===== src/hw/rtl/qpe_pkg.sv =====
`default_nettype none

package qpe_pkg;

   // Character codes used by the encoder.
   localparam logic [7:0] CHAR_TAB    = 8'h09;
   localparam logic [7:0] CHAR_LF     = 8'h0a;
   localparam logic [7:0] CHAR_CR     = 8'h0d;
   localparam logic [7:0] CHAR_SPACE  = 8'h20;
   localparam logic [7:0] CHAR_EQUALS = 8'h3d;
   localparam logic [7:0] PRINT_LOW   = 8'h21;
   localparam logic [7:0] PRINT_HIGH  = 8'h7e;
   localparam logic [7:0] COLUMN_MAX  = 8'hff;

   // Line limit after reset.
   localparam logic [7:0] LIMIT_RESET = 8'd76;

   // Command queue geometry.
   localparam int QUEUE_AW    = 2;
   localparam int QUEUE_DEPTH = 1 << QUEUE_AW;

   // What the back end emits after an optional soft break.
   typedef enum logic [1:0] {
      KIND_LITERAL = 2'd0,
      KIND_HEX     = 2'd1,
      KIND_CRLF    = 2'd2
   } kind_type;

   // One output run, as handed from the front end to the back end.
   typedef struct packed {
      logic       soft_break;
      kind_type   kind;
      logic [7:0] data;
   } cmd_type;

   // Upper-case hex digit for one nibble.
   function automatic logic [7:0] hex_digit(input logic [3:0] nibble);
      logic [7:0] digit;
      if (nibble < 4'd10) begin
         digit = 8'h30 + {4'd0, nibble};
      end else begin
         digit = 8'h37 + {4'd0, nibble};
      end
      return digit;
   endfunction

   // Number of words in a run, soft break included.
   function automatic logic [2:0] run_length(input cmd_type cmd);
      logic [2:0] body;
      unique case (cmd.kind)
         KIND_LITERAL: body = 3'd1;
         KIND_HEX:     body = 3'd3;
         KIND_CRLF:    body = 3'd2;
         default:      body = 3'd1;
      endcase
      return cmd.soft_break ? body + 3'd3 : body;
   endfunction

   // The word at a given position of a run.
   function automatic logic [7:0] run_byte(input cmd_type cmd, input logic [2:0] step);
      logic [2:0] idx;
      logic [7:0] value;
      idx   = step;
      value = cmd.data;
      if (cmd.soft_break && step < 3'd3) begin
         unique case (step[1:0])
            2'd0:    value = CHAR_EQUALS;
            2'd1:    value = CHAR_CR;
            default: value = CHAR_LF;
         endcase
      end else begin
         if (cmd.soft_break) begin
            idx = step - 3'd3;
         end
         unique case (cmd.kind)
            KIND_LITERAL: value = cmd.data;
            KIND_HEX: begin
               if (idx == 3'd0) begin
                  value = CHAR_EQUALS;
               end else if (idx == 3'd1) begin
                  value = hex_digit(cmd.data[7:4]);
               end else begin
                  value = hex_digit(cmd.data[3:0]);
               end
            end
            KIND_CRLF: value = (idx == 3'd0) ? CHAR_CR : CHAR_LF;
            default:   value = cmd.data;
         endcase
      end
      return value;
   endfunction

endpackage

`default_nettype wire


===== src/hw/rtl/qpe_front.sv =====
`default_nettype none

module qpe_front (
   input  wire               clock,
   input  wire               reset,
   input  wire               csr_write_enable,
   input  wire  [7:0]        csr_write_data,
   input  wire               req_valid,
   output logic              req_ready,
   input  wire  [7:0]        req_in_byte,
   input  wire               req_msg_last,
   input  wire               queue_full,
   output logic              push,
   output qpe_pkg::cmd_type  push_cmd
);

   logic [7:0] limit_ff;
   logic [7:0] column_ff, column_in;
   logic       space_ff, space_in;
   logic       cr_pending_ff, cr_pending_in;

   logic       accept;
   logic       emit;
   logic [7:0] c;
   logic [8:0] col_plus1, col_plus3;
   logic [7:0] col_sat1, col_sat3;

   assign req_ready = !queue_full;
   assign accept    = req_valid && req_ready;
   assign c         = req_in_byte;
   assign push      = accept && emit;

   // Saturating column sums for one and three new words.
   assign col_plus1 = {1'b0, column_ff} + 9'd1;
   assign col_plus3 = {1'b0, column_ff} + 9'd3;
   assign col_sat1  = col_plus1[8] ? qpe_pkg::COLUMN_MAX : col_plus1[7:0];
   assign col_sat3  = col_plus3[8] ? qpe_pkg::COLUMN_MAX : col_plus3[7:0];

   // Classify the word and work out the run and the next line state.
   always_comb begin
      emit                = 1'b0;
      push_cmd.soft_break = 1'b0;
      push_cmd.kind       = qpe_pkg::KIND_LITERAL;
      push_cmd.data       = c;
      column_in           = column_ff;
      space_in            = space_ff;
      cr_pending_in       = 1'b0;
      if (cr_pending_ff && c == qpe_pkg::CHAR_LF) begin
         emit                = 1'b1;
         push_cmd.soft_break = space_ff;
         push_cmd.kind       = qpe_pkg::KIND_CRLF;
         column_in           = 8'd0;
         space_in            = 1'b0;
      end else if (c == qpe_pkg::CHAR_CR) begin
         cr_pending_in = !req_msg_last;
      end else if (c == qpe_pkg::CHAR_SPACE || c == qpe_pkg::CHAR_TAB) begin
         if (!req_msg_last) begin
            emit      = 1'b1;
            column_in = col_sat1;
            space_in  = 1'b1;
         end
      end else if (c >= qpe_pkg::PRINT_LOW && c <= qpe_pkg::PRINT_HIGH &&
                   c != qpe_pkg::CHAR_EQUALS) begin
         emit                = 1'b1;
         push_cmd.soft_break = column_ff >= limit_ff;
         column_in           = push_cmd.soft_break ? 8'd1 : col_sat1;
         space_in            = 1'b0;
      end else begin
         emit                = 1'b1;
         push_cmd.soft_break = ({1'b0, column_ff} + 9'd2) >= {1'b0, limit_ff};
         push_cmd.kind       = qpe_pkg::KIND_HEX;
         column_in           = push_cmd.soft_break ? 8'd3 : col_sat3;
         space_in            = 1'b0;
      end
      // The end of a message returns the line state to zero.
      if (req_msg_last) begin
         column_in     = 8'd0;
         space_in      = 1'b0;
         cr_pending_in = 1'b0;
      end
   end

   // Line limit register.
   always_ff @(posedge clock) begin
      if (reset) begin
         limit_ff <= qpe_pkg::LIMIT_RESET;
      end else if (csr_write_enable) begin
         limit_ff <= csr_write_data;
      end
   end

   // Line state, updated for every accepted word.
   always_ff @(posedge clock) begin
      if (reset) begin
         column_ff     <= 8'd0;
         space_ff      <= 1'b0;
         cr_pending_ff <= 1'b0;
      end else if (accept) begin
         column_ff     <= column_in;
         space_ff      <= space_in;
         cr_pending_ff <= cr_pending_in;
      end
   end

endmodule

`default_nettype wire


===== src/hw/rtl/qpe_queue.sv =====
`default_nettype none

module qpe_queue (
   input  wire               clock,
   input  wire               reset,
   input  wire               push,
   input  qpe_pkg::cmd_type  push_cmd,
   output logic              full,
   input  wire               pop,
   output logic              head_valid,
   output qpe_pkg::cmd_type  head_cmd
);

   qpe_pkg::cmd_type                  mem_ff [qpe_pkg::QUEUE_DEPTH];
   logic [qpe_pkg::QUEUE_AW-1:0]      wr_ptr_ff, wr_ptr_in;
   logic [qpe_pkg::QUEUE_AW-1:0]      rd_ptr_ff, rd_ptr_in;
   logic [qpe_pkg::QUEUE_AW:0]        count_ff, count_in;

   assign full       = count_ff == (qpe_pkg::QUEUE_AW+1)'(qpe_pkg::QUEUE_DEPTH);
   assign head_valid = count_ff != '0;
   assign head_cmd   = mem_ff[rd_ptr_ff];

   // Pointer and fill count updates.
   always_comb begin
      wr_ptr_in = push ? wr_ptr_ff + 1'b1 : wr_ptr_ff;
      rd_ptr_in = pop  ? rd_ptr_ff + 1'b1 : rd_ptr_ff;
      count_in  = count_ff;
      if (push && !pop) begin
         count_in = count_ff + 1'b1;
      end else if (pop && !push) begin
         count_in = count_ff - 1'b1;
      end
   end

   always_ff @(posedge clock) begin
      if (reset) begin
         wr_ptr_ff <= '0;
         rd_ptr_ff <= '0;
         count_ff  <= '0;
      end else begin
         wr_ptr_ff <= wr_ptr_in;
         rd_ptr_ff <= rd_ptr_in;
         count_ff  <= count_in;
      end
   end

   // Command storage.
   always_ff @(posedge clock) begin
      if (push) begin
         mem_ff[wr_ptr_ff] <= push_cmd;
      end
   end

endmodule

`default_nettype wire


===== src/hw/rtl/qpe_back.sv =====
`default_nettype none

module qpe_back (
   input  wire               clock,
   input  wire               reset,
   input  wire               head_valid,
   input  qpe_pkg::cmd_type  head_cmd,
   output logic              pop,
   output logic              rsp_valid,
   input  wire               rsp_ready,
   output logic [7:0]        rsp_out_byte,
   output logic              rsp_run_last
);

   logic [2:0] step_ff, step_in;
   logic       valid_ff, valid_in;
   logic [7:0] byte_ff;
   logic       last_ff;

   logic       load;
   logic       is_last;
   logic [7:0] next_byte;

   // A new word enters the output register when a command waits and the register is empty or drains.
   assign load      = head_valid && (!valid_ff || rsp_ready);
   assign next_byte = qpe_pkg::run_byte(head_cmd, step_ff);
   assign is_last   = step_ff == qpe_pkg::run_length(head_cmd) - 3'd1;
   assign pop       = load && is_last;

   always_comb begin
      step_in  = step_ff;
      valid_in = valid_ff;
      if (load) begin
         step_in  = is_last ? 3'd0 : step_ff + 3'd1;
         valid_in = 1'b1;
      end else if (rsp_ready) begin
         valid_in = 1'b0;
      end
   end

   always_ff @(posedge clock) begin
      if (reset) begin
         step_ff  <= 3'd0;
         valid_ff <= 1'b0;
      end else begin
         step_ff  <= step_in;
         valid_ff <= valid_in;
      end
   end

   // Output payload register.
   always_ff @(posedge clock) begin
      if (load) begin
         byte_ff <= next_byte;
         last_ff <= is_last;
      end
   end

   assign rsp_valid    = valid_ff;
   assign rsp_out_byte = byte_ff;
   assign rsp_run_last = last_ff;

endmodule

`default_nettype wire


===== src/hw/rtl/quoted_printable_encoder.sv =====
// Quoted-printable encoder.
// Message bytes arrive on the req_ channel (valid/ready), one word per
// accepted transfer, with req_msg_last on the final byte of a message.
// Encoded characters leave on the rsp_ channel (valid/ready), one word per
// cycle while the receiver is ready; rsp_run_last marks the last word caused
// by one input byte. An input byte yields zero to six output words: CR, and
// a trailing space or tab, yield none.
// The front end classifies each byte in the cycle it is accepted and queues
// at most one command; the back end expands commands into words. The first
// word of a run passes through the command queue and the output register
// before it is presented. Input is taken every cycle while the four-entry
// command queue has room; sustained throughput is one output word per cycle
// while the receiver is ready, set by the back end. A stalled receiver holds
// the output register, then fills the queue, and only then deasserts req_ready.
// csr_write_enable/csr_write_data set the line limit; the user must write it
// only while idle, which the block does not enforce. Reset (synchronous)
// empties the queue, clears the line state and sets the limit to 76.
`default_nettype none

module quoted_printable_encoder (
   input  wire        clock,
   input  wire        reset,
   input  wire        csr_write_enable,
   input  wire  [7:0] csr_write_data,
   input  wire        req_valid,
   output logic       req_ready,
   input  wire  [7:0] req_in_byte,
   input  wire        req_msg_last,
   output logic       rsp_valid,
   input  wire        rsp_ready,
   output logic [7:0] rsp_out_byte,
   output logic       rsp_run_last
);

   logic             push;
   qpe_pkg::cmd_type push_cmd;
   logic             full;
   logic             pop;
   logic             head_valid;
   qpe_pkg::cmd_type head_cmd;

   // Classification and line state.
   qpe_front u_front (
      .clock            (clock),
      .reset            (reset),
      .csr_write_enable (csr_write_enable),
      .csr_write_data   (csr_write_data),
      .req_valid        (req_valid),
      .req_ready        (req_ready),
      .req_in_byte      (req_in_byte),
      .req_msg_last     (req_msg_last),
      .queue_full       (full),
      .push             (push),
      .push_cmd         (push_cmd)
   );

   // Command queue between the two halves.
   qpe_queue u_queue (
      .clock      (clock),
      .reset      (reset),
      .push       (push),
      .push_cmd   (push_cmd),
      .full       (full),
      .pop        (pop),
      .head_valid (head_valid),
      .head_cmd   (head_cmd)
   );

   // Run expansion and output register.
   qpe_back u_back (
      .clock        (clock),
      .reset        (reset),
      .head_valid   (head_valid),
      .head_cmd     (head_cmd),
      .pop          (pop),
      .rsp_valid    (rsp_valid),
      .rsp_ready    (rsp_ready),
      .rsp_out_byte (rsp_out_byte),
      .rsp_run_last (rsp_run_last)
   );

endmodule

`default_nettype wire


===== config.mk =====
export PLATFORM = sky130hd
export DESIGN_NAME = quoted_printable_encoder
export DESIGN_NICKNAME = d
export VERILOG_FILES = /design/src/hw/rtl/qpe_pkg.sv /design/src/hw/rtl/qpe_front.sv /design/src/hw/rtl/qpe_queue.sv /design/src/hw/rtl/qpe_back.sv /design/src/hw/rtl/quoted_printable_encoder.sv
export SDC_FILE = /design/constraint.sdc
export NUM_CORES = 1
export LEC_CHECK = 0
export ABC_CLOCK_PERIOD_IN_PS = 5300
export BUFFER_PORTS_ARGS = -buffer_cell sky130_fd_sc_hd__buf_2
export CELL_PAD_IN_SITES_DETAIL_PLACEMENT = 0
export CELL_PAD_IN_SITES_GLOBAL_PLACEMENT = 2
export CORE_MARGIN = 2
export CORE_UTILIZATION = 35
export CTS_CLUSTER_SIZE = 40
export DETAILED_ROUTE_END_ITERATION = 7
export GPL_TIMING_DRIVEN = 0
export PLACE_DENSITY_LB_ADDON = 0.05
export SLEW_MARGIN = 20
export SYNTH_ARGS = -nofsm -noshare
export SYNTH_HDL_FRONTEND = slang
export SYNTH_SLANG_ARGS = --single-unit

===== constraint.sdc =====
create_clock -name clock -period 5.3 [get_ports clock]
set_input_delay 0.265 -clock clock [delete_from_list [all_inputs] [get_ports clock]]
set_output_delay 0.265 -clock clock [all_outputs]
set_load 0.03 [all_outputs]

-- Yosys cells after proc, flatten, opt, wreduce, memory -nomap -nowiden
Memory sizes are Yosys's and may differ from the RTL's. A register that Yosys moved wholly into a read port is not among the register bits.
Cells that the tools add are included.
- register bits after elaboration: 38
- RAM bits: 44
- input port bits: 22
- output and inout port bits: 11
- word-level logic and storage cells: 115
- memories: 1
- $add $sub $neg: 15
- magnitude comparators: 7
- eq/ne operators: 12
- multiplexer cells: 46
- reductions and logical operators: 23
- memories (memory ; depth ; width ; rd ports ; clocked after memory_dff ; wr ports ; line ; RTL):
    u_queue.mem_ff ; 4 ; 11 ; 1 ; 1 ; 1 ; qpe_queue.sv:14 ; qpe_pkg::cmd_type mem_ff [qpe_pkg::QUEUE_DEPTH];
- operators with widths (kind ; count):
    $mux W8 ; 14
    $mux W3 ; 10
    $add A6 B4 Y7 const A ; 4
    $eq A8 B4 Y1 const B ; 3
    $add A8 B2 Y9 const B ; 2
    $mux W1 ; 17
    $pmux W8 S2 ; 1
    $pmux W6 S2 ; 1
    $logic_and A1 B1 Y1 ; 10
    $add A8 B1 Y9 const B ; 1
    $ge A9 B8 Y1 ; 1
    $eq A8 B6 Y1 const B ; 1
    $ge A8 B6 Y1 const B ; 1
    $ge A8 B8 Y1 ; 1
    $le A8 B7 Y1 const B ; 1
    $lt A4 B4 Y1 const B ; 2
    $ne A8 B6 Y1 const B ; 1
    $add A3 B1 Y3 const B ; 2
    $sub A3 B1 Y3 const B ; 2
    $logic_not A1 Y1 ; 5
    $add A2 B1 Y2 const B ; 2
    $eq A2 B1 Y1 const B ; 2
    $mux W2 ; 2
    $pmux W2 S2 ; 1
    other kinds (14) ; 16

-- Depth between registers and ports, before layout
- depth after elaboration: 10
- mapped depth: 19
- depth with buffers taken out: 17

-- Cells and area by module
A second synthesis with hierarchy kept.
- cells, all modules: 460
- area total of the unflattened synthesis: 4870.9 µm²
- modules (own cells, without submodules) (module ; instances ; cells each ; area each (µm²) ; sequential area each (µm²)):
    qpe_queue ; 1 ; 101 ; 2019.4 ; 1501.4
    qpe_front ; 1 ; 225 ; 1714.1 ; 360.3
    qpe_back ; 1 ; 134 ; 1137.3 ; 350.3

-- Worst setup path after synthesis
OpenSTA, ideal clock, no wires.
- path type: reg2reg
- from: reg with a tool-made name
- to: reg u_queue.count_ff[2] in the netlist's numbering
- library setup time: 0.071 ns
- arrival: 4.132 ns
- data required time: 5.229 ns
- path slack: 1.097 ns
- stages on the path, launching flop included: 19
- buffers on the path: 2
- period minus slack after synthesis: 4.203 ns
- path through: dfxtp_1 -> buf_6 -> mux4_2 -> ha_1 -> clkbuf_1 -> inv_1 -> mux2i_1 -> ha_1 -> xnor2_1 -> xnor2_1 -> a311oi_1 -> a211oi_4 -> nand2_2 -> ha_1 -> inv_1 -> fa_1 -> xor2_1 -> or3_1 -> a21oi_1
- RTL lines (what ; line ; RTL):
    to (signal assigned) ; qpe_queue.sv:43 ; count_ff <= count_in;
    to (decl) ; qpe_queue.sv:17 ; logic [qpe_pkg::QUEUE_AW:0] count_ff, count_in;

==> flow_summary.rst <==
.. list-table::
   :header-rows: 1

   * - Metric
     - Value
   * - Status
     - completed
   * - Share of power burned in combinational logic
     - 35.3%
   * - Worst Tran Pin Value
     - 1.12 ns
   * - Cell depth of the worst min-delay path
     - 3
   * - Leakage
     - 2.07 nW
   * - Share of cells above drive strength 1
     - 14.8%
   * - Flops & latches, synth
     - 84
   * - Sum of routed wire length over all layers
     - 10,900 um
   * - Internal portion of total power
     - 0.00146 W
   * - Max Transition Viols Final
     - 0
   * - Number of sinks on the clock net
     - 84
   * - Most frequent CP cell
     - sky130_fd_sc_hd__ha_1
   * - Average instance area after synthesis
     - 10.6 um2
   * - Initial antenna violation count
     - 0
   * - Post-detailed-route DRC marker count
     - 0
   * - Number of diodes added for antenna fixing
     - 0
   * - I/O Buffers
     - 32
   * - Maximum vdd drop
     - 0.139 mV
   * - Total number of H-tree levels
     - 3
   * - Die Y
     - 120 um
   * - Kind of critical path
     - flip-flop to flip-flop
   * - Ordered list of cells on the worst path
     - buf_6 > mux4_2 > ha_1 > clkbuf_1 > inv_1 > mux2i_1 > ha_1 > xnor2_1 > xnor2_1 > a311oi_1 > a211oi_4 > nand2_2 > ha_1 > inv_1 > fa_1 > xor2_1 > or3_1 > a21oi_1
   * - Global placement routability congestion
     - 0.762
   * - Async SR Flop Fraction
     - 0%
   * - Number of enable-type register cells in the synthesized netlist
     - 53
   * - Synthesized-area fraction occupied by and/or/nand/nor cells
     - 14.9%
   * - Worst-path clk slew
     - 0.07 ns
   * - Total of fill cells in the finished design
     - 1,316
   * - Clock network fraction of total power
     - 27.1%
   * - Syn Nets
     - 502
   * - Fin crit period
     - 4.75 ns
   * - Worst stage delay on the critical path
     - 0.57 ns
   * - Data arrival time at the worst-slack endpoint
     - 5.02 ns
   * - Share of synthesized area spent on multiplexers
     - 8.00%
   * - CTS max path bufs
     - 2
   * - Half-perimeter wire length of the detailed placement result
     - 8050 um
   * - Highest Clock Rate
     - 0.211 GHz
   * - Clock tree from TritonCTS
     - built
   * - Share of the synthesized area in compound gates (AO/OA/AOI/OAI)
     - 12.3%
   * - Worst Reg-to-Reg Cells
     - 18
   * - Main combinational cell family by area after synthesis
     - simple AND/OR/NAND/NOR gates
   * - Net Sw Frac
     - 37.2%
   * - PwrDens
     - 430 mW/mm2
   * - Vias in the first global route
     - 3,388
   * - Die span in x
     - 120 um
   * - Arithmetic-cell share of the synthesized area counting full adders, half adders and majority gates
     - 9.43%
   * - Register area share after synthesis
     - 46.8%
   * - Hold buffer count at cts
     - 0
   * - Via count of the routed design
     - 3,382
   * - Die area
     - 0.0144 mm2
   * - GRT Util Overall
     - 16.0%
   * - Root buf cell
     - sky130_fd_sc_hd__clkbuf_16
   * - Library cells used by synthesis
     - 58
   * - Hold violation count in the final report
     - 0
   * - Netlist area before placement
     - 0.00472 mm2
   * - Share of the synthesized netlist area taken by xor and xnor gates
     - 4.45%
   * - Sequential Power Share
     - 37.5%
   * - Finished Core Util
     - 41.0%
   * - Maximum number of pins on one net before global-route repair
     - 19
   * - Clock Latency Late Sink
     - 0.35 ns
   * - Launch instance of the worst min-delay path
     - csr_write_data[3]
   * - Startpoint types
     - flip-flop
   * - Max transition margin
     - 25.0%
   * - Multi-input combinational cell area
     - 0.00231 mm2
   * - Highest fanout seen on the critical path
     - 10
   * - Cell type of the slowest stage on the worst timing path
     - sky130_fd_sc_hd__mux4_2
   * - First-pass iteration count of the detailed router
     - 4
   * - Sequential cell area
     - 0.00221 mm2
   * - Number of nets with antenna violations after detailed routing
     - 0
   * - Final critical-path share of the clock period
     - 89.6%
   * - Via-per-instance ratio
     - 5.06
   * - Syn Inst Count
     - 445
   * - Top-level I/O count
     - 33
   * - Final sum of negative setup slack
     - 0 ns
   * - Clock buffers created by TritonCTS
     - 9
   * - Number of synthesis warnings
     - 0
   * - Post-layout nets
     - 545
   * - Required time at the worst-slack endpoint
     - 5.58 ns
   * - Setup clock skew after layout
     - 0.00961 ns
   * - Number of rows created at floorplan
     - 42
   * - Net Sw Power
     - 0.000864 W
   * - Growth of design area from synthesis to finish
     - 14.4%
   * - Unrepaired setup endpoints after global routing
     - no
   * - Type of the worst min-delay path
     - primary input to flip-flop
   * - First-pass GRT wire length
     - 17,600 um
   * - Overall overflow remaining after global route
     - 0
   * - Effective utilization at floorplan
     - 35.8%
   * - Core box area
     - 0.0132 mm2
   * - Detailed Route Iter0 Violations
     - 210
   * - Max Cap Viol
     - 0
   * - Flip-flop cell with the highest count after synthesis
     - sky130_fd_sc_hd__edfxtp_1
   * - Number of failing setup endpoints in the final timing report
     - 0
   * - Avg WL per Cell
     - 16.3 um
   * - Critical Path End Type
     - flip-flop
[through the flow]
step           instance area, um2  hold WS, ns  setup slack (ns)  power [W]  cells
2_1_floorplan                4720        0.364              1.10    0.00151    445
3_3_place_gp                 5100        0.438             0.372    0.00171    653
3_5_place_dp                 5100        0.451             0.362    0.00172    653
4_1_cts                      5400        0.124             0.336    0.00236    669
5_1_grt                      5410        0.134             0.109    0.00249    669
6_report                     5410        0.132             0.552    0.00232    669
[cells in the final DEF (no fill, tap or decap), types with 9 or more instances in the layout]
| cell type | instances |
|---|---|
| sky130_fd_sc_hd__edfxtp_1 | 53 |
| sky130_fd_sc_hd__nor2_1 | 52 |
| sky130_fd_sc_hd__buf_2 | 34 |
| sky130_fd_sc_hd__ha_1 | 34 |
| sky130_fd_sc_hd__inv_1 | 33 |
| sky130_fd_sc_hd__nand2_1 | 31 |
| sky130_fd_sc_hd__dfxtp_1 | 31 |
| sky130_fd_sc_hd__a21oi_1 | 23 |
| sky130_fd_sc_hd__nand3_1 | 17 |
| sky130_fd_sc_hd__xor2_1 | 14 |
| sky130_fd_sc_hd__mux2i_1 | 13 |
| sky130_fd_sc_hd__o21ai_0 | 13 |
| sky130_fd_sc_hd__mux4_2 | 11 |
| sky130_fd_sc_hd__xnor2_1 | 10 |
| sky130_fd_sc_hd__clkbuf_1 | 9 |
| sky130_fd_sc_hd__clkbuf_16 | 9 |
[worst max-delay path: cells and delay by family (launching register included)]
kind,cells,cell delay [ns]
compound gates,3,0.71
buf+inv,4,0.78
simple gates,2,0.41
fa+ha+maj,4,1.20
mux,2,0.76
flops,1,0.39
xor+xnor,3,0.41
[registers in the layout, summed over array words and instances, names as in the netlist, 2 cells and up, named ones only]
name                 flops
u_queue.rd_ptr_ff        2
u_back.step_ff           3
u_back.rsp_out_byte      8
u_front.limit_ff         8
u_queue.count_ff         3
u_queue.mem_ff          44
u_queue.wr_ptr_ff        2
u_front.column_ff        8
[power by group through the flow]
| stage | clock network, W | logic (W) | registers, W |
|---|---|---|---|
| floorplan | 0 | 0.000548 | 0.000960 |
| global placement | 0 | 0.000829 | 0.000885 |
| detailed placement | 0 | 0.000832 | 0.000888 |
| CTS | 0.000647 | 0.000837 | 0.000873 |
| global route | 0.000683 | 0.000923 | 0.000885 |
| finish | 0.000631 | 0.000821 | 0.000873 |
[per-layer routing]
metal  wire [um]  vias to the layer above  track usage (%)
met5           0                        -                0
met2        5450                       43             27.8
li1            -                     1704                -
met4         113                        0             4.85
met1        4950                     1627             19.4
met3         361                        8             4.10
[layout make-up]
| cell class | count | area share [%] |
|---|---|---|
| buffer | 15 | 1.39 |
| clock buffer | 9 | 4.17 |
| inverter | 33 | 2.29 |
| tap | 176 | 4.07 |
| clock inverter | 7 | 1.37 |
| sequential | 84 | 40.9 |
| multi-input combinational | 313 | 42.8 |
| timing repair buffer | 32 | 2.96 |
[synth_stat cells, drive strengths merged, types with 2 or more instances]
cell type / n / area [um2]
nand2: 33 / 129
a32o: 4 / 40.0
nor2b: 5 / 31.3
o22ai: 2 / 12.5
o211ai: 6 / 45.0
xnor2: 10 / 87.6
a211oi: 2 / 27.5
o2111ai: 2 / 17.5
mux2i: 13 / 130
dfxtp: 31 / 621
ha: 34 / 425
nand3b: 4 / 30.0
mux4: 11 / 248
o21bai: 2 / 15.0
and2: 6 / 37.5
o21ai: 20 / 111
a21o: 2 / 15.0
clkbuf: 10 / 37.5
nor3: 8 / 40.0
nand4: 4 / 25.0
o221ai: 2 / 17.5
a21oi: 23 / 115
a31oi: 2 / 12.5
xor2: 14 / 123
nor2: 53 / 201
or3b: 2 / 17.5
a22oi: 4 / 30.0
edfxtp: 53 / 1590
nand3: 17 / 85.1
o31ai: 3 / 36.3
nand2b: 4 / 25.0
or3: 4 / 25.0
buf: 5 / 36.3
a311oi: 2 / 17.5
inv: 33 / 124
[timing repair]
| action | in CTS | in global routing |
|---|---|---|
| setup endpoints to repair | 0 | 1 |
| gates resized for setup | 0 | 2 |
| buffers inserted | 0 | 0 |
[worst paths after layout]
| kind | endpoint | slack, ns |
|---|---|---|
| max | u_queue.count_ff[2]$_SDFFE_PP0P_ | 0.55 |
| min | u_front.limit_ff[3]$_SDFFE_PP1P_ | 0.13 |
| max reg2reg | u_queue.count_ff[2]$_SDFFE_PP0P_ | 0.55 |
| min reg2reg | u_front.space_ff$_SDFFE_PP0P_ | 0.47 |
[cell families (layout without fill, tap and decap cells)]
family,count (synthesis),count (layout)
multiplexers,24,24
XOR/XNOR,24,24
buffers and inverters,48,96
adder cells (fa/ha/maj),35,35
AO/OA/AOI/OAI,83,83
flip-flops,84,84
AND/OR/NAND/NOR,147,147
Power figures use the tool's default switching activity.
